### config.mk
export PLATFORM = sky130hd
export DESIGN_NAME = keypad_code_lock
export DESIGN_NICKNAME = d
export VERILOG_FILES = /design/src/kcl_pkg.sv /design/src/kcl_out_buf.sv /design/src/keypad_code_lock.sv
export SDC_FILE = /design/constraint.sdc
export NUM_CORES = 1
export LEC_CHECK = 0
export BUFFER_PORTS_ARGS = -buffer_cell sky130_fd_sc_hd__buf_2
export CAP_MARGIN = 20
export CORE_UTILIZATION = 60
export CTS_CLUSTER_SIZE = 20
export DETAILED_ROUTE_END_ITERATION = 8
export PLACE_DENSITY_LB_ADDON = 0.3
export SYNTH_ARGS = -nofsm -noshare
export SYNTH_HDL_FRONTEND = slang
export SYNTH_SLANG_ARGS = --single-unit
### constraint.sdc
create_clock -name i_clk -period 3.16 [get_ports i_clk]
set_input_delay 0.79 -clock i_clk [delete_from_list [all_inputs] [get_ports i_clk]]
set_output_delay 0.79 -clock i_clk [all_outputs]
set_load 0.005 [all_outputs]
### src/kcl_pkg.sv
`default_nettype none

package kcl_pkg;

    localparam int P_CODE_LENGTH = 6;

    localparam logic [7:0] KEY_STAR = 8'd42;

    localparam logic CMD_KEY  = 1'b0;
    localparam logic CMD_TICK = 1'b1;

    localparam logic REG_MAX_TRIES     = 1'b0;
    localparam logic REG_LOCKOUT_TICKS = 1'b1;

    localparam logic [3:0]  MAX_TRIES_RST     = 4'd3;
    localparam logic [15:0] LOCKOUT_TICKS_RST = 16'd10000;

    localparam logic [3:0] ST_STORED  = 4'd0;
    localparam logic [3:0] ST_SAVED   = 4'd1;
    localparam logic [3:0] ST_DIGIT   = 4'd2;
    localparam logic [3:0] ST_OPEN    = 4'd3;
    localparam logic [3:0] ST_WRONG   = 4'd4;
    localparam logic [3:0] ST_LOCKOUT = 4'd5;
    localparam logic [3:0] ST_SETMODE = 4'd6;
    localparam logic [3:0] ST_CLOSED  = 4'd7;
    localparam logic [3:0] ST_IGNORED = 4'd8;
    localparam logic [3:0] ST_READY   = 4'd9;

    typedef struct packed {
        logic [3:0] status;
        logic [3:0] tries_left;
        logic       unlocked;
    } t_result;

endpackage

`default_nettype wire

### src/kcl_out_buf.sv
`default_nettype none

module kcl_out_buf
    import kcl_pkg::*;
(
    input  wire logic    i_clk,
    input  wire logic    i_rst_n,
    input  wire logic    i_push,
    input  wire t_result i_data,
    output logic         o_full,
    output logic         o_valid,
    input  wire logic    i_stall,
    output t_result      o_data
);

    logic    r_out_valid;
    logic    r_skid_valid;
    t_result r_out;
    t_result r_skid;
    logic    pop;

    assign pop     = r_out_valid && !i_stall;
    assign o_full  = r_skid_valid;
    assign o_valid = r_out_valid;
    assign o_data  = r_out;

    always_ff @(posedge i_clk) begin
        if (!i_rst_n) begin
            r_out_valid  <= 1'b0;
            r_skid_valid <= 1'b0;
        end else if (pop) begin
            if (r_skid_valid) begin
                r_out_valid  <= 1'b1;
                r_skid_valid <= 1'b0;
            end else begin
                r_out_valid <= i_push;
            end
        end else if (i_push) begin
            if (r_out_valid) begin
                r_skid_valid <= 1'b1;
            end else begin
                r_out_valid <= 1'b1;
            end
        end
    end

    always_ff @(posedge i_clk) begin
        if (pop) begin
            if (r_skid_valid) begin
                r_out <= r_skid;
            end else if (i_push) begin
                r_out <= i_data;
            end
        end else if (i_push) begin
            if (r_out_valid) begin
                r_skid <= i_data;
            end else begin
                r_out <= i_data;
            end
        end
    end

endmodule

`default_nettype wire

### src/keypad_code_lock.sv
// Channel   Direction  Handshake           Payload
// input     in         i_valid / o_stall   i_command, i_key_code
// result    out        o_valid / i_stall   o_status, o_tries_left, o_unlocked
// config    in         i_cfg_we            i_cfg_addr, i_cfg_data
//
// One item per cycle while o_stall is low: each key or tick is decoded against
// the state registers in the cycle of its transfer and any result is registered.
// Results are registered in the output buffer, which drives o_valid.
// A two-entry output buffer absorbs a stalled result; o_stall is high only
// while both entries are full.
// Synchronous active-low reset; set mode, code unset, registers at defaults.
`default_nettype none

module keypad_code_lock
    import kcl_pkg::*;
#(
    parameter int CODE_LENGTH = P_CODE_LENGTH
)
(
    input  wire logic        i_clk,
    input  wire logic        i_rst_n,
    input  wire logic        i_valid,
    output logic             o_stall,
    input  wire logic        i_command,
    input  wire logic [7:0]  i_key_code,
    output logic             o_valid,
    input  wire logic        i_stall,
    output logic [3:0]       o_status,
    output logic [3:0]       o_tries_left,
    output logic             o_unlocked,
    input  wire logic        i_cfg_we,
    input  wire logic        i_cfg_addr,
    input  wire logic [15:0] i_cfg_data
);

    localparam int POS_W = (CODE_LENGTH > 1) ? $clog2(CODE_LENGTH) : 1;
    localparam logic [POS_W-1:0] LAST_POS = POS_W'(CODE_LENGTH - 1);

    localparam logic [1:0] PH_SET     = 2'd0;
    localparam logic [1:0] PH_ENTRY   = 2'd1;
    localparam logic [1:0] PH_PROMPT  = 2'd2;
    localparam logic [1:0] PH_LOCKOUT = 2'd3;

    logic [3:0]       r_max_tries;
    logic [15:0]      r_lockout_ticks;
    logic [1:0]       r_phase,    n_phase;
    logic             r_code_set, n_code_set;
    logic [POS_W-1:0] r_position, n_position;
    logic             r_mismatch, n_mismatch;
    logic [3:0]       r_failed,   n_failed;
    logic [15:0]      r_lock_cnt, n_lock_cnt;
    logic [7:0]       r_code [CODE_LENGTH];

    logic       accept;
    logic       produce;
    logic       code_we;
    logic       miss;
    logic [3:0] fails_inc;
    t_result    res;
    t_result    out_data;
    logic       buf_full;

    assign accept    = i_valid && !buf_full;
    assign o_stall   = buf_full;
    assign miss      = r_mismatch || (r_code[r_position] != i_key_code);
    assign fails_inc = r_failed + 4'd1;

    always_comb begin
        n_phase    = r_phase;
        n_code_set = r_code_set;
        n_position = r_position;
        n_mismatch = r_mismatch;
        n_failed   = r_failed;
        n_lock_cnt = r_lock_cnt;
        code_we    = 1'b0;
        produce    = 1'b1;
        res        = '{status: ST_IGNORED, tries_left: 4'd0, unlocked: 1'b0};
        if (i_command == CMD_TICK) begin
            produce = 1'b0;
            if (r_phase == PH_LOCKOUT) begin
                if (r_lock_cnt > 16'd1) begin
                    n_lock_cnt = r_lock_cnt - 16'd1;
                end else begin
                    n_lock_cnt = 16'd0;
                    n_failed   = 4'd0;
                    n_phase    = PH_ENTRY;
                    produce    = 1'b1;
                    res.status = ST_READY;
                end
            end
        end else begin
            case (r_phase)
                PH_SET: begin
                    if (i_key_code != KEY_STAR) begin
                        code_we = 1'b1;
                        if (r_position == LAST_POS) begin
                            n_position   = '0;
                            n_phase      = r_code_set ? PH_ENTRY : PH_PROMPT;
                            n_code_set   = 1'b1;
                            res.status   = ST_SAVED;
                            res.unlocked = 1'b1;
                        end else begin
                            n_position = r_position + POS_W'(1);
                            res.status = ST_STORED;
                        end
                    end
                end
                PH_ENTRY: begin
                    if (r_position != LAST_POS) begin
                        n_position = r_position + POS_W'(1);
                        n_mismatch = miss;
                        res.status = ST_DIGIT;
                    end else begin
                        n_position = '0;
                        n_mismatch = 1'b0;
                        if (!miss) begin
                            n_failed     = 4'd0;
                            n_phase      = PH_PROMPT;
                            res.status   = ST_OPEN;
                            res.unlocked = 1'b1;
                        end else if (fails_inc >= r_max_tries) begin
                            n_failed   = 4'd0;
                            n_lock_cnt = r_lockout_ticks;
                            n_phase    = PH_LOCKOUT;
                            res.status = ST_LOCKOUT;
                        end else begin
                            n_failed       = fails_inc;
                            res.status     = ST_WRONG;
                            res.tries_left = r_max_tries - fails_inc;
                        end
                    end
                end
                PH_PROMPT: begin
                    n_position = '0;
                    if (i_key_code == KEY_STAR) begin
                        n_phase    = PH_SET;
                        res.status = ST_SETMODE;
                    end else begin
                        n_phase    = PH_ENTRY;
                        n_mismatch = 1'b0;
                        res.status = ST_CLOSED;
                    end
                end
                default: begin
                    res.status = ST_IGNORED;
                end
            endcase
        end
    end

    always_ff @(posedge i_clk) begin
        if (!i_rst_n) begin
            r_max_tries     <= MAX_TRIES_RST;
            r_lockout_ticks <= LOCKOUT_TICKS_RST;
        end else if (i_cfg_we) begin
            case (i_cfg_addr)
                REG_MAX_TRIES:     r_max_tries     <= i_cfg_data[3:0];
                REG_LOCKOUT_TICKS: r_lockout_ticks <= i_cfg_data;
                default:           r_max_tries     <= r_max_tries;
            endcase
        end
    end

    always_ff @(posedge i_clk) begin
        if (!i_rst_n) begin
            r_phase    <= PH_SET;
            r_code_set <= 1'b0;
            r_position <= '0;
            r_mismatch <= 1'b0;
            r_failed   <= 4'd0;
            r_lock_cnt <= 16'd0;
        end else if (accept) begin
            r_phase    <= n_phase;
            r_code_set <= n_code_set;
            r_position <= n_position;
            r_mismatch <= n_mismatch;
            r_failed   <= n_failed;
            r_lock_cnt <= n_lock_cnt;
        end
    end

    always_ff @(posedge i_clk) begin
        if (accept && code_we) begin
            r_code[r_position] <= i_key_code;
        end
    end

    kcl_out_buf u_out_buf (
        .i_clk   (i_clk),
        .i_rst_n (i_rst_n),
        .i_push  (accept && produce),
        .i_data  (res),
        .o_full  (buf_full),
        .o_valid (o_valid),
        .i_stall (i_stall),
        .o_data  (out_data)
    );

    assign o_status     = out_data.status;
    assign o_tries_left = out_data.tries_left;
    assign o_unlocked   = out_data.unlocked;

    a_prompt_needs_code: assert property (@(posedge i_clk) disable iff (!i_rst_n)
        (r_phase == PH_PROMPT || r_phase == PH_ENTRY) |-> r_code_set)
        else $error("prompt or entry reached without a stored code");

    a_pos_idle: assert property (@(posedge i_clk) disable iff (!i_rst_n)
        (r_phase == PH_PROMPT || r_phase == PH_LOCKOUT) |-> (r_position == '0))
        else $error("position not cleared outside set and entry");

    a_tries_only_wrong: assert property (@(posedge i_clk) disable iff (!i_rst_n)
        (o_valid && o_status != ST_WRONG) |-> (o_tries_left == 4'd0))
        else $error("tries_left set on a result other than wrong");

    a_unlocked_status: assert property (@(posedge i_clk) disable iff (!i_rst_n)
        (o_valid && o_unlocked) |-> (o_status == ST_OPEN || o_status == ST_SAVED))
        else $error("unlocked on a result other than open or saved");

    a_lockout_tick: assert property (@(posedge i_clk) disable iff (!i_rst_n)
        (accept && i_command == CMD_TICK && r_phase != PH_LOCKOUT) |=> $stable(r_phase))
        else $error("tick changed phase outside lockout");

endmodule

`default_nettype wire
Word level (Yosys, flattened, before mapping)
Memory sizes are Yosys's and may differ from the RTL's. A register that Yosys moved wholly into a read port is not among the register bits.
Index checks and enable logic that the tools add are counted.

word-level totals
  flip-flop bits (word level) = 67
  memory bits (writable) = 48
  input port bits = 31
  output and inout port bits = 11
  logic and storage cells = 142
  memories = 1

memory list
  name    depth  bits a word  read ports  clocked after Yosys merged registers in  wr ports  line                    RTL
  r_code  6      8            1           1                                        1         keypad_code_lock.sv:52  logic [7:0] r_code [CODE_LENGTH];

operators by class
  $add $sub $neg = 4
  magnitude comparators = 2
  equal/unequal tests = 18
  muxes and demuxes = 69
  bitwise logic cells = 4
  reductions and logical operators = 28

operator list
  kind                                                                              count
  16-bit 2-to-1 mux                                                                 7
  4-bit 2-to-1 mux                                                                  12
  9-bit 2-to-1 mux                                                                  5
  1-bit 2-to-1 mux                                                                  22
  3-bit 2-to-1 mux                                                                  7
  2-bit 2-to-1 mux                                                                  9
  16-bit by 1-bit greater-than comparator with 1-bit output, second input constant  1
  16-bit by 1-bit subtractor with 16-bit output, second input constant              1
  3-bit != test, second input constant                                              4
  4-bit one-hot mux with 3 select lines                                             1
  2-bit nonzero test                                                                6
  5-bit 2-to-1 mux                                                                  2
  2-bit != test, second input constant                                              5
  5-bit AND reduction                                                               2
  3-bit one-hot mux with 3 select lines                                             1
  8-bit by 6-bit equality test with 1-bit output, second input constant             1
  8-bit by 6-bit != test with 1-bit output, second input constant                   1
  8-bit != test                                                                     1
  4-bit AND reduction                                                               2
  8-bit AND reduction                                                               1
  2-bit one-hot mux with 3 select lines                                             1
  2-bit AND reduction                                                               3
  3-bit AND reduction                                                               2
  6-bit AND reduction                                                               1
  other kinds (18)                                                                  27

Logic depth before layout (Yosys ltp)
Gate-level depths: netlist of run 1.

  depth in word-level cells = 10
  depth in mapped cells = 11
  depth with buffers taken out = 10

Modules after synthesis
From an unflattened synthesis of run 1, not the netlist that was laid out.

second synthesis, totals
  cells, all modules = 520
  area, all modules = 5745.5 um^2

modules (own cells, without submodules)
  module            times used  cells an instance  area each (um^2)  sequential area each (um^2)
  keypad_code_lock  1           482                4993.5            2442.3
  kcl_out_buf       1           38                 752.0             580.6

Least setup slack after synthesis of run 1
OpenSTA, ideal clock, no wires.

  path kind = register -> register
  start = register r_lock_cnt[4]
  end = register u_out_buf.r_out, in the netlist u_out_buf.o_data[0], enable pin
  library setup time = 0.389 ns
  arrival time = 2.443 ns
  required time = 2.771 ns
  slack = 0.328 ns
  stages on the path, launching flop included = 6
  buffers on the path = 0
  period minus slack after synthesis = 2.832 ns
  cells stage by stage = dfxtp_1 or3_1 or3_1 o31ai_2 nand2_1 a21boi_0

between the ends
  cells in the longest elaborated chain, start to end = 7
  elaborated cells on any way between the ends = 8
  those cells by class = order compare: 1; mux: 3; reduce/logical: 4

ends and longest elaborated chain
  what                                                         line                     RTL
  from (decl)                                                  keypad_code_lock.sv:51   logic [15:0] r_lock_cnt, n_lock_cnt;
  from (signal assigned)                                       keypad_code_lock.sv:178  r_lock_cnt <= n_lock_cnt;
  16-bit by 1-bit greater-than comparator with 1-bit output *  keypad_code_lock.sv:81   if (r_lock_cnt > 16'd1) begin
  1-bit 2-to-1 mux *                                           keypad_code_lock.sv:81
  1-bit 2-to-1 mux *                                           keypad_code_lock.sv:80   if (r_phase == PH_LOCKOUT) begin
  1-bit 2-to-1 mux *                                           keypad_code_lock.sv:78   if (i_command == CMD_TICK) begin
  1-bit logical AND *                                          keypad_code_lock.sv:191  .i_push (accept && produce),
  2-bit nonzero test (no source line)                          n/a
  3-bit AND reduction (no source line) *                       n/a
  to (signal assigned)                                         kcl_out_buf.sv:50        r_out <= r_skid;
  to (signal assigned)                                         kcl_out_buf.sv:52        r_out <= i_data;
  to (signal assigned)                                         kcl_out_buf.sv:58        r_out <= i_data;
  to (decl)                                                    kcl_out_buf.sv:18        t_result r_out;

Every way passes the cells marked *; elsewhere a longest branch is shown, timed or not.
A chain may end at the register's enable or synchronous reset.

==> results of run 1 <==
-- area by class of cell --
| class | count | area share, % |
|---|---|---|
| inverters | 21 | 1.22 |
| clock inverters | 14 | 3.19 |
| flip-flops and latches | 118 | 46.7 |
| repair buffers | 58 | 5.14 |
| clock buffers | 18 | 6.46 |
| multi-input cells | 339 | 35.2 |
| well taps | 108 | 2.09 |
-- Yosys cell counts (8+ instances only) --
cell type / instances
a211oi_1: 9
a21oi_1: 32
clkbuf_1: 15
dfxtp_1: 52
edfxtp_1: 66
ha_1: 12
inv_1: 21
mux2_2: 8
mux2i_1: 11
nand2_1: 63
nor2_1: 42
nor3_1: 9
o211ai_1: 12
o21ai_0: 19
xnor2_1: 13
-- state kept, by name (all words and copies together), names as in the netlist, 2 cells and up, named ones only --
| signal | count |
|---|---|
| r_code | 48 |
| r_lock_cnt | 16 |
| r_lockout_ticks | 16 |
| u_out_buf.o_data | 9 |
| u_out_buf.r_skid | 9 |
| r_failed | 4 |
| r_max_tries | 4 |
| r_position | 3 |
| r_phase | 2 |
-- stage by stage --
stage / utilization (%) / total power, mW / setup slack (ns) / instances
6_report: 73.9 / 3.96 / 0.107 / 676
5_1_grt: 73.9 / 4.06 / 0.0281 / 676
4_1_cts: 73.7 / 3.97 / 0.0921 / 676
3_5_place_dp: 66.6 / 1.94 / 0.0698 / 644
3_3_place_gp: 66.6 / 1.93 / 0.201 / 644
2_1_floorplan: - / 1.86 / 0.328 / 500
-- routing by layer --
| layer | track usage (%) | routed length, um |
|---|---|---|
| met1 | 33.3 | 5010 |
| met2 | 43.8 | 5920 |
| met3 | 6.55 | 729 |
| met4 | 11.1 | 264 |
| met5 | 0 | 0 |
-- cell families (layout without fill, tap and decap cells) --
kind of cell             after synthesis  after routing  share of synthesized area (%)
AO/OA/AOI/OAI                        115            115                           14.3
buffers and inverters                 43            111                           3.30
flip-flops                           118            118                           55.3
multiplexers                          29             29                           6.96
XOR/XNOR                              19             19                           3.04
AND/OR/NAND/NOR                      163            163                           14.0
adder cells (fa/ha/maj)               13             13                           3.11
-- worst reg2reg max path, cell delays in order (launching register included) --
cell       delay, ns
dfxtp_2         0.46
mux2_2          0.38
mux4_2          0.47
xnor2_1         0.18
nand2_1         0.12
nor4_4          0.38
buf_4           0.24
o21ai_0         0.11
a2111oi_2       0.44
a211oi_1        0.11
-- report_power, final --
group          internal (mW)  switching [mW]
combinational          0.102           0.142
clock                   1.35           0.684
sequential              1.65          0.0219
-- worst max-delay path by stage --
| stage | to | cells past startpoint | from |
|---|---|---|---|
| after detailed placement | r_phase[0]$_SDFFE_PN0P_ | 9 | flip-flop |
| final | r_phase[0]$_SDFFE_PN0P_ | 9 | flip-flop |
| after CTS | r_phase[0]$_SDFFE_PN0P_ | 9 | flip-flop |
| after floorplan | u_out_buf.o_data[0]$_DFFE_PP_ | 5 | r_lock_cnt[4]$_SDFFE_PN0P_ |
| after global routing | r_phase[0]$_SDFFE_PN0P_ | 9 | flip-flop |
| after global placement | r_phase[0]$_SDFFE_PN0P_ | 9 | flip-flop |
==> metrics.yaml, run 1 <==
holdPathEnd: "r_lockout_ticks[7]$_SDFFE_PN0P_"
ys.flop_type: "edfxtp_1"
final_cell_area_um2: 6470
io_buffers: 41
hold_class: "reg -> reg"
path_cells: "mux2_2 -> mux4_2 -> xnor2_1 -> nand2_1 -> nor4_4 -> buf_4 -> o21ai_0 -> a2111oi_2 -> a211oi_1"
grt_start_max_net_pins: 34
core_area_um2: 8760
yosys.cell_types.count: 59
layout_common_cells: "edfxtp_1, nand2_1, dfxtp_1, nor2_1, buf_2"
critical_path_arrival_ns: 3.41
globalplace.congestion: 0.855
grtUsageTotal_pct: 26.5
layout_min_cycle_time_ns: 3.05
cts_hold_buf: 0
fin_nets: 599
mostFrequentLayoutCell: "edfxtp_1"
max_cap_viol_count: 0
hp-start: "r_lockout_ticks[7]$_SDFFE_PN0P_"
synth_top_area_share_pct: 36.3
crit_path_end_kind: "flip-flop"
relSlewSlack_pct: 27.2
multi_input_area_um2: 2280
cts_tree: "yes"
clock.fmax_mhz: 328
crit_path_top_delay_cell: "mux4_2"
synth_edf_count: 66
fin_crit_sh_pct: 96.6
final_max_slew_viol_count: 0
r2r_setup_slack_ns: 0.11
ys_ff_latch: 118
power_density_nw_per_um2: 611
worstSetupPathType: "reg -> reg"
setup-tns-final_ns: 0
synthArstFlopShare_pct: 0
dp_hpwl_mm: 7.48
grt_pass1_vias: 4139
cts_max_path_buffers: 2
cts_setup_buffers: 0
fp-row-count: 34
critPathBufInv: 1
cts.sinks: 118
slowest_delay_ns: 0.47
cts_max_level: 4
register_area_um2: 3030
n_antenna_cell: 0
fillCellCount: 577
area_delta_synth_final_pct: 18.4
clock_latency_ns: 0.53
totalWireLength_mm: 11.9
root_buffer: "clkbuf_8"
syn_area_um2: 5470
drive_gt1_share_pct: 20.1
skew_ns: 0.00576
setup-violations-final: 0
grt_setup_unrepaired: "no"
drtPass1Iterations: 5
grt_pass1_wl_mm: 19.7
routed_via_density: 6.18
routedWlPerCell_um: 17.6
yosys_warnings: 0
syn_area_per_cell_um2: 10.9
r2r-end: "r_phase[0]$_SDFFE_PN0P_"
hold_viol_final: 0
start_util_pct: 62.4
status: "finished clean"
synth_nets: 544
path_clk_slew_ns: 0.06
drcViolationCount: 0
crit_fanout: 9
die_h_um: 97.5
ant_nets: 0
synthTopCellsByArea: "edfxtp_1, dfxtp_1, nand2_1"
overflow: 0
numCtsBuffers: 17
rr_worst_depth: 9
synth_cells: 500
drt_iter0_drc: 210
critPathTopFamily: "multiplexers"
whs_ns: 0.458
yosysTopAreaCell: "edfxtp_1"
peakVddDrop_mv: 0.362
p_leak_nw: 2.43
whs_path_depth: 2
ios: 42
worstPathRequired_ns: 3.51
cp-start-kind: "flip-flop"
antenna_found_initial: 0
die_w_um: 97.5
yosysSeqAreaShare_pct: 55.3
dieArea_um2: 9500
cts_resized: 2
num_vias: 4176
placed_cell_area_um2: 5830
worst-slew-pin-transition_ns: 1.09
Note: power is estimated with default switching activity, not from simulation.
==> inputs of run 2 (changes only) <==
--- a/config.mk
+++ b/config.mk
@@ -7,6 +7,7 @@
 export LEC_CHECK = 0
 export BUFFER_PORTS_ARGS = -buffer_cell sky130_fd_sc_hd__buf_2
 export CAP_MARGIN = 20
+export CORE_ASPECT_RATIO = 1.75
 export CORE_UTILIZATION = 60
 export CTS_CLUSTER_SIZE = 20
 export DETAILED_ROUTE_END_ITERATION = 8
==> run 2 against run 1 <==
Compared with the run above:
- sequential power hardly changed
- largest cell class unchanged
- clock-buffer cell count is 4 higher
- via count is 4.2% lower
- die area is 0.16% higher
- final area is 0.14% higher
==> metrics.yaml, run 2 (synthesis results as in run 1) <==
dieArea_um2: 9510  # was 9500 um^2
drcViolationCount: 0  # unchanged
cts_tree: "yes"  # unchanged
ant_nets: 0  # unchanged
routedWlPerCell_um: 16.8  # was 17.6 um
finalPower_mw: 3.84  # was 3.96 mW
clkPwrFrac_pct: 49.7  # was 51.5%
antenna_found_initial: 0  # unchanged
cts_max_path_buffers: 2  # unchanged
p_leak_nw: 2.45  # was 2.43 nW
status: "finished clean"  # unchanged
grtUsageTotal_pct: 27.0  # was 26.5%
reg.largest.list: "r_code x48, r_lock_cnt x16, r_lockout_ticks x16"  # unchanged
met1_usage_pct: 28.3  # was 33.3%
max_cap_viol_count: 0  # unchanged
crit_path_top_delay_cell: "mux4_2"  # unchanged
peakVddDrop_mv: 0.417  # was 0.362 mV
netSwitchingPower_uw: 802  # was 848 uW
grt_pass1_vias: 4021  # was 4139
routed_via_density: 5.82  # was 6.18
setup-tns-final_ns: 0  # unchanged
grt_util_met3_pct: 6.21  # was 6.55%
clock_latency_ns: 0.41  # was 0.53 ns
area_delta_synth_final_pct: 18.6  # was 18.4%
path_cells: "mux2_2 -> mux4_2 -> xnor2_1 -> nand2_1 -> nor4_4 -> buf_4 -> o21ai_0 -> a2111oi_0 -> a211oi_1"  # was mux2_2 -> mux4_2 -> xnor2_1 -> nand2_1 -> nor4_4 -> buf_4 -> o21ai_0 -> a2111oi_2 -> a211oi_1
drive_gt1_share_pct: 19.8  # was 20.1%
io_buffers: 41  # unchanged
grt_start_max_net_pins: 34  # unchanged
cts_setup_buffers: 0  # unchanged
grt_pass1_wl_mm: 18.9  # was 19.7 mm
cts_max_level: 4  # unchanged
die_h_um: 128  # was 97.5 um
crit_path_end_kind: "flip-flop"  # unchanged
crit_fanout: 9  # unchanged
die_w_um: 74.2  # was 97.5 um
critical_path_arrival_ns: 3.24  # was 3.41 ns
path_clk_slew_ns: 0.05  # was 0.06 ns
layout_common_cells: "edfxtp_1, nand2_1, dfxtp_1, nor2_1, buf_2"  # unchanged
internal-power_mw: 3.04  # was 3.11 mW
worstSetupPathType: "reg -> reg"  # unchanged
mostFrequentLayoutCell: "edfxtp_1"  # unchanged
power_density_nw_per_um2: 592  # was 611 nW/um^2
core_area_um2: 8780  # was 8760 um^2
ios: 42  # unchanged
dp_hpwl_mm: 8.17  # was 7.48 mm
num_vias: 4000  # was 4176
fp-row-count: 45  # was 34
critPathBufInv: 1  # unchanged
largest_register: "r_code"  # unchanged
drtPass1Iterations: 4  # was 5
totalWireLength_mm: 11.6  # was 11.9 mm
switching_share_pct: 20.9  # was 21.4%
relSlewSlack_pct: 47.2  # was 27.2%
cp-start-kind: "flip-flop"  # unchanged
final_max_slew_viol_count: 0  # unchanged
critPathTopFamily: "multiplexers"  # unchanged
fin_nets: 601  # was 599
globalplace.congestion: 0.817  # was 0.855
hold_viol_final: 0  # unchanged
clock.fmax_mhz: 338  # was 328 MHz
root_buffer: "clkbuf_16"  # was clkbuf_8
cts_resized: 0  # was 2
cts.sinks: 118  # unchanged
cts_hold_buf: 0  # unchanged
numCtsBuffers: 17  # unchanged
pwr-share-comb_pct: 6.6  # was 6.2%
worstPathRequired_ns: 3.43  # was 3.51 ns
setup-violations-final: 0  # unchanged
grt_setup_unrepaired: "no"  # unchanged
drt_iter0_drc: 205  # was 210
start_util_pct: 62.2  # was 62.4%
hold_class: "reg -> reg"  # unchanged
grt-busiest-layer: "met2"  # unchanged
slowest_delay_ns: 0.46  # was 0.47 ns
fillCellCount: 654  # was 577
largest_register_ffs: 48  # unchanged
seqPwrFrac_pct: 43.7  # was 42.4%
worst-slew-pin-transition_ns: 0.790  # was 1.09 ns
layout_min_cycle_time_ns: 2.96  # was 3.05 ns
gr-usage-met2_pct: 48.2  # was 43.8%
skew_ns: 0.00919  # was 0.00576 ns
fin_crit_sh_pct: 93.7  # was 96.6%
n_antenna_cell: 0  # unchanged
overflow: 0  # unchanged
-- run 2: per-layer routing --
metal,wire (um),vias to the layer above
met4,322,0
met5,0,-
met2,6540,104
met1,4290,1917
li1,-,1956
met3,407,23
-- run 2: cell type report --
class                      instances  area (um^2)  share of cell area (%)
sequential                       118         3020                    46.7
timing repair buffer              60          368                    5.67
multi-input combinational        339         2270                    35.0
clock buffer                      22          464                    7.16
clock inverter                    10          130                    2.01
inverter                          21         78.8                    1.22
tap                              117          146                    2.26
-- run 2: path summary, 6_finish.rpt --
check / cells past startpoint / slack (ns) / endpoint / start
worst max-delay path: 9 / 0.20 / r_phase[0]$_SDFFE_PN0P_ / flip-flop
worst min-delay path: 2 / 0.45 / r_lockout_ticks[3]$_SDFFE_PN0P_ / r_lockout_ticks[3]$_SDFFE_PN0P_
worst max register to register: 9 / 0.20 / r_phase[0]$_SDFFE_PN0P_ / flip-flop
worst min register to register: 2 / 0.45 / r_lockout_ticks[3]$_SDFFE_PN0P_ / r_lockout_ticks[3]$_SDFFE_PN0P_
-- run 2: metrics by stage --
| stage | utilization (%) | setup slack [ns] | std cells | hold WS [ns] | cell area, um^2 |
|---|---|---|---|---|---|
| floorplan | - | 0.328 | 500 | 0.432 | 5470 |
| global placement | 66.6 | 0.160 | 654 | 0.444 | 5850 |
| detailed placement | 66.6 | 0.0551 | 654 | 0.450 | 5850 |
| CTS | 73.4 | 0.00668 | 686 | 0.457 | 6450 |
| global route | 73.8 | 0.0293 | 687 | 0.483 | 6480 |
| finish | 73.8 | 0.199 | 687 | 0.455 | 6480 |
-- run 2: tightest hold or removal path: stages, from the launching register on --
cell and delay [ns]:
dfxtp_1 0.30, nand2_1 0.05, a21oi_1 0.05
-- run 2: power groups by stage --
stage	clock network, mW	registers, mW	logic, mW
floorplan	0	1.70	0.160
global placement	0	1.70	0.239
detailed placement	0	1.71	0.248
CTS	1.93	1.67	0.251
global route	2.02	1.68	0.279
finish	1.91	1.68	0.254
==> inputs of run 3 (changes only) <==
--- a/config.mk
+++ b/config.mk
@@ -12,6 +12,7 @@
 export CTS_CLUSTER_SIZE = 20
 export DETAILED_ROUTE_END_ITERATION = 8
 export PLACE_DENSITY_LB_ADDON = 0.3
+export REMOVE_ABC_BUFFERS = 1
 export SYNTH_ARGS = -nofsm -noshare
 export SYNTH_HDL_FRONTEND = slang
 export SYNTH_SLANG_ARGS = --single-unit
==> run 3 against run 2 <==
Compared with the run above:
- non-clock buffer count grew 8
- clock skew rose by 0.0019 ns
- highest routed layer unchanged
- largest cell class unchanged
- critical path depth is the same
- maximum frequency fell by 2.3%
- final cell count is 1.3% higher
==> metrics.yaml, run 3 (synthesis results as in run 1) <==
path_clk_slew_ns: 0.06  # was 0.05 ns
ios: 42  # unchanged
num_vias: 4129  # was 4000
setup-violations-final: 0  # unchanged
crit_path_end: "u_out_buf.o_data[5]$_DFFE_PP_"  # was r_phase[0]$_SDFFE_PN0P_
fin_cells: 696  # was 687
ant_nets: 0  # unchanged
worstSetupPathType: "reg -> reg"  # unchanged
n_antenna_cell: 0  # unchanged
layout_min_cycle_time_ns: 3.03  # was 2.96 ns
cts_max_level: 4  # unchanged
worstPathRequired_ns: 3.45  # was 3.43 ns
routed_via_density: 5.93  # was 5.82
reg.largest.list: "r_code x48, r_lock_cnt x16, r_lockout_ticks x16"  # unchanged
start_util_pct: 62.2  # unchanged
layout_common_cells: "edfxtp_1, nand2_1, dfxtp_1, nor2_1, buf_2"  # unchanged
dieArea_um2: 9510  # unchanged
grt_pass1_wl_mm: 19.8  # was 18.9 mm
cts_max_path_buffers: 2  # unchanged
whs_ns: 0.454  # was 0.455 ns
dp.cells: 661  # was 654
antenna_found_initial: 0  # unchanged
grtUsageTotal_pct: 28.4  # was 27.0%
max_cap_viol_count: 0  # unchanged
power_density_nw_per_um2: 617  # was 592 nW/um^2
overflow: 0  # unchanged
numCtsBuffers: 17  # unchanged
fillCellCount: 581  # was 654
cts.sinks: 118  # unchanged
totalWireLength_mm: 12.5  # was 11.6 mm
relSlewSlack_pct: 44.7  # was 47.2%
mostFrequentLayoutCell: "edfxtp_1"  # unchanged
hold_viol_final: 0  # unchanged
worst-slew-pin-transition_ns: 0.826  # was 0.790 ns
area_delta_synth_final_pct: 21.4  # was 18.6%
pre_cts_ws_ns: -0.0241  # was 0.0551 ns
die_h_um: 128  # unchanged
cts_tree: "yes"  # unchanged
finalPower_mw: 4.10  # was 3.84 mW
die_w_um: 74.2  # unchanged
fin_nets: 610  # was 601
io_buffers: 41  # unchanged
fin_ws_ns: 0.130  # was 0.199 ns
clock.fmax_mhz: 330  # was 338 MHz
final_max_slew_viol_count: 0  # unchanged
globalplace.congestion: 0.880  # was 0.817
drive_gt1_share_pct: 21.9  # was 19.8%
crit_fanout: 9  # unchanged
r2r_setup_slack_ns: 0.13  # was 0.20 ns
drtPass1Iterations: 7  # was 4
grt_setup_unrepaired: "no"  # unchanged
r2r-end: "u_out_buf.o_data[5]$_DFFE_PP_"  # was r_phase[0]$_SDFFE_PN0P_
root_buffer: "clkbuf_16"  # unchanged
core_area_um2: 8780  # unchanged
rr_worst_depth: 9  # unchanged
cp-start-kind: "flip-flop"  # unchanged
peakVddDrop_mv: 0.441  # was 0.417 mV
crit_path_end_kind: "flip-flop"  # unchanged
largest_register_ffs: 48  # unchanged
critical_path_arrival_ns: 3.32  # was 3.24 ns
status: "finished clean"  # unchanged
p_leak_nw: 2.53  # was 2.45 nW
grt_start_max_net_pins: 34  # unchanged
fin_crit_sh_pct: 95.9  # was 93.7%
fp-row-count: 45  # unchanged
clock_latency_ns: 0.42  # was 0.41 ns
hold_class: "reg -> reg"  # unchanged
setup-tns-final_ns: 0  # unchanged
routedWlPerCell_um: 17.9  # was 16.8 um
dp_hpwl_mm: 8.46  # was 8.17 mm
largest_register: "r_code"  # unchanged
drcViolationCount: 0  # unchanged
grt_pass1_vias: 4232  # was 4021
drt_iter0_drc: 230  # was 205
skew_ns: 0.0111  # was 0.00919 ns
[run 3: changes by cell type in the layout (fill, tap and decap cells not counted), sizes merged]
cell / change
clkbuf: -3
inv: +1
clkinvlp: +2
bufinv: +3
buf: +8
o22ai: +1
clkinv: -3
[run 3: stage by stage]
stage / util, % / area [um^2]
floorplan: - / 5370
global placement: 67.1 / 5900
detailed placement: 67.2 / 5900
CTS: 74.9 / 6580
global route: 75.6 / 6640
finish: 75.6 / 6640
[run 3: cell type report]
class                      instances  area [um^2]  share of cell area (%)
clock inverter                    13          228                    3.43
sequential                       118         3020                    45.6
multi-input combinational        340         2300                    34.6
timing repair buffer              68          428                    6.45
tap                              117          146                    2.21
clock buffer                      19          433                    6.52
inverter                          21         78.8                    1.19
[run 3: worst min path at each step]
| stage | from | to | slack [ns] | cells after the start |
|---|---|---|---|---|
| CTS | r_lockout_ticks[14]$_SDFFE_PN0P_ | r_lockout_ticks[14]$_SDFFE_PN0P_ | 0.46 | 2 |
| floorplan | r_code_set$_SDFFE_PN0P_ | r_code_set$_SDFFE_PN0P_ | 0.43 | 2 |
| global route | r_lockout_ticks[15]$_SDFFE_PN0P_ | r_lockout_ticks[15]$_SDFFE_PN0P_ | 0.48 | 2 |
| global placement | r_lockout_ticks[12]$_SDFFE_PN0P_ | r_lockout_ticks[12]$_SDFFE_PN0P_ | 0.44 | 2 |
| finish | r_lockout_ticks[12]$_SDFFE_PN0P_ | r_lockout_ticks[12]$_SDFFE_PN0P_ | 0.45 | 2 |
| detailed placement | r_lockout_ticks[14]$_SDFFE_PN0P_ | r_lockout_ticks[14]$_SDFFE_PN0P_ | 0.45 | 2 |
[run 3: repair_timing]
action	CTS	global route
cloned	0	1
hold buffers	0	0
setup buffers	1	0
gates resized for setup	2	4
pin swaps	1	1
endpoints found under the setup margin	15	13
[run 3: worst max-delay path: stages (launching register included)]
cell and delay (ns):
dfxtp_2 0.45, mux2_1 0.36, mux4_2 0.49, xnor2_2 0.22
nand3_1 0.17, nor4_4 0.36, buf_4 0.23, o21ai_0 0.09
a31oi_1 0.31, mux2_2 0.22
[run 3: power breakdown]
part / internal, mW / switching, mW
sequential: 1.65 / 0.0198
clock: 1.48 / 0.681
combinational: 0.115 / 0.152
[run 3: per-layer routing]
layer  track usage (%)  vias to the layer above  wire (um)
met4              17.5                        0        612
met1              27.0                     1977       4340
li1                  -                     1969          -
met5                 0                        -          0
met2              51.7                      134       6970
met3              7.86                       49        569
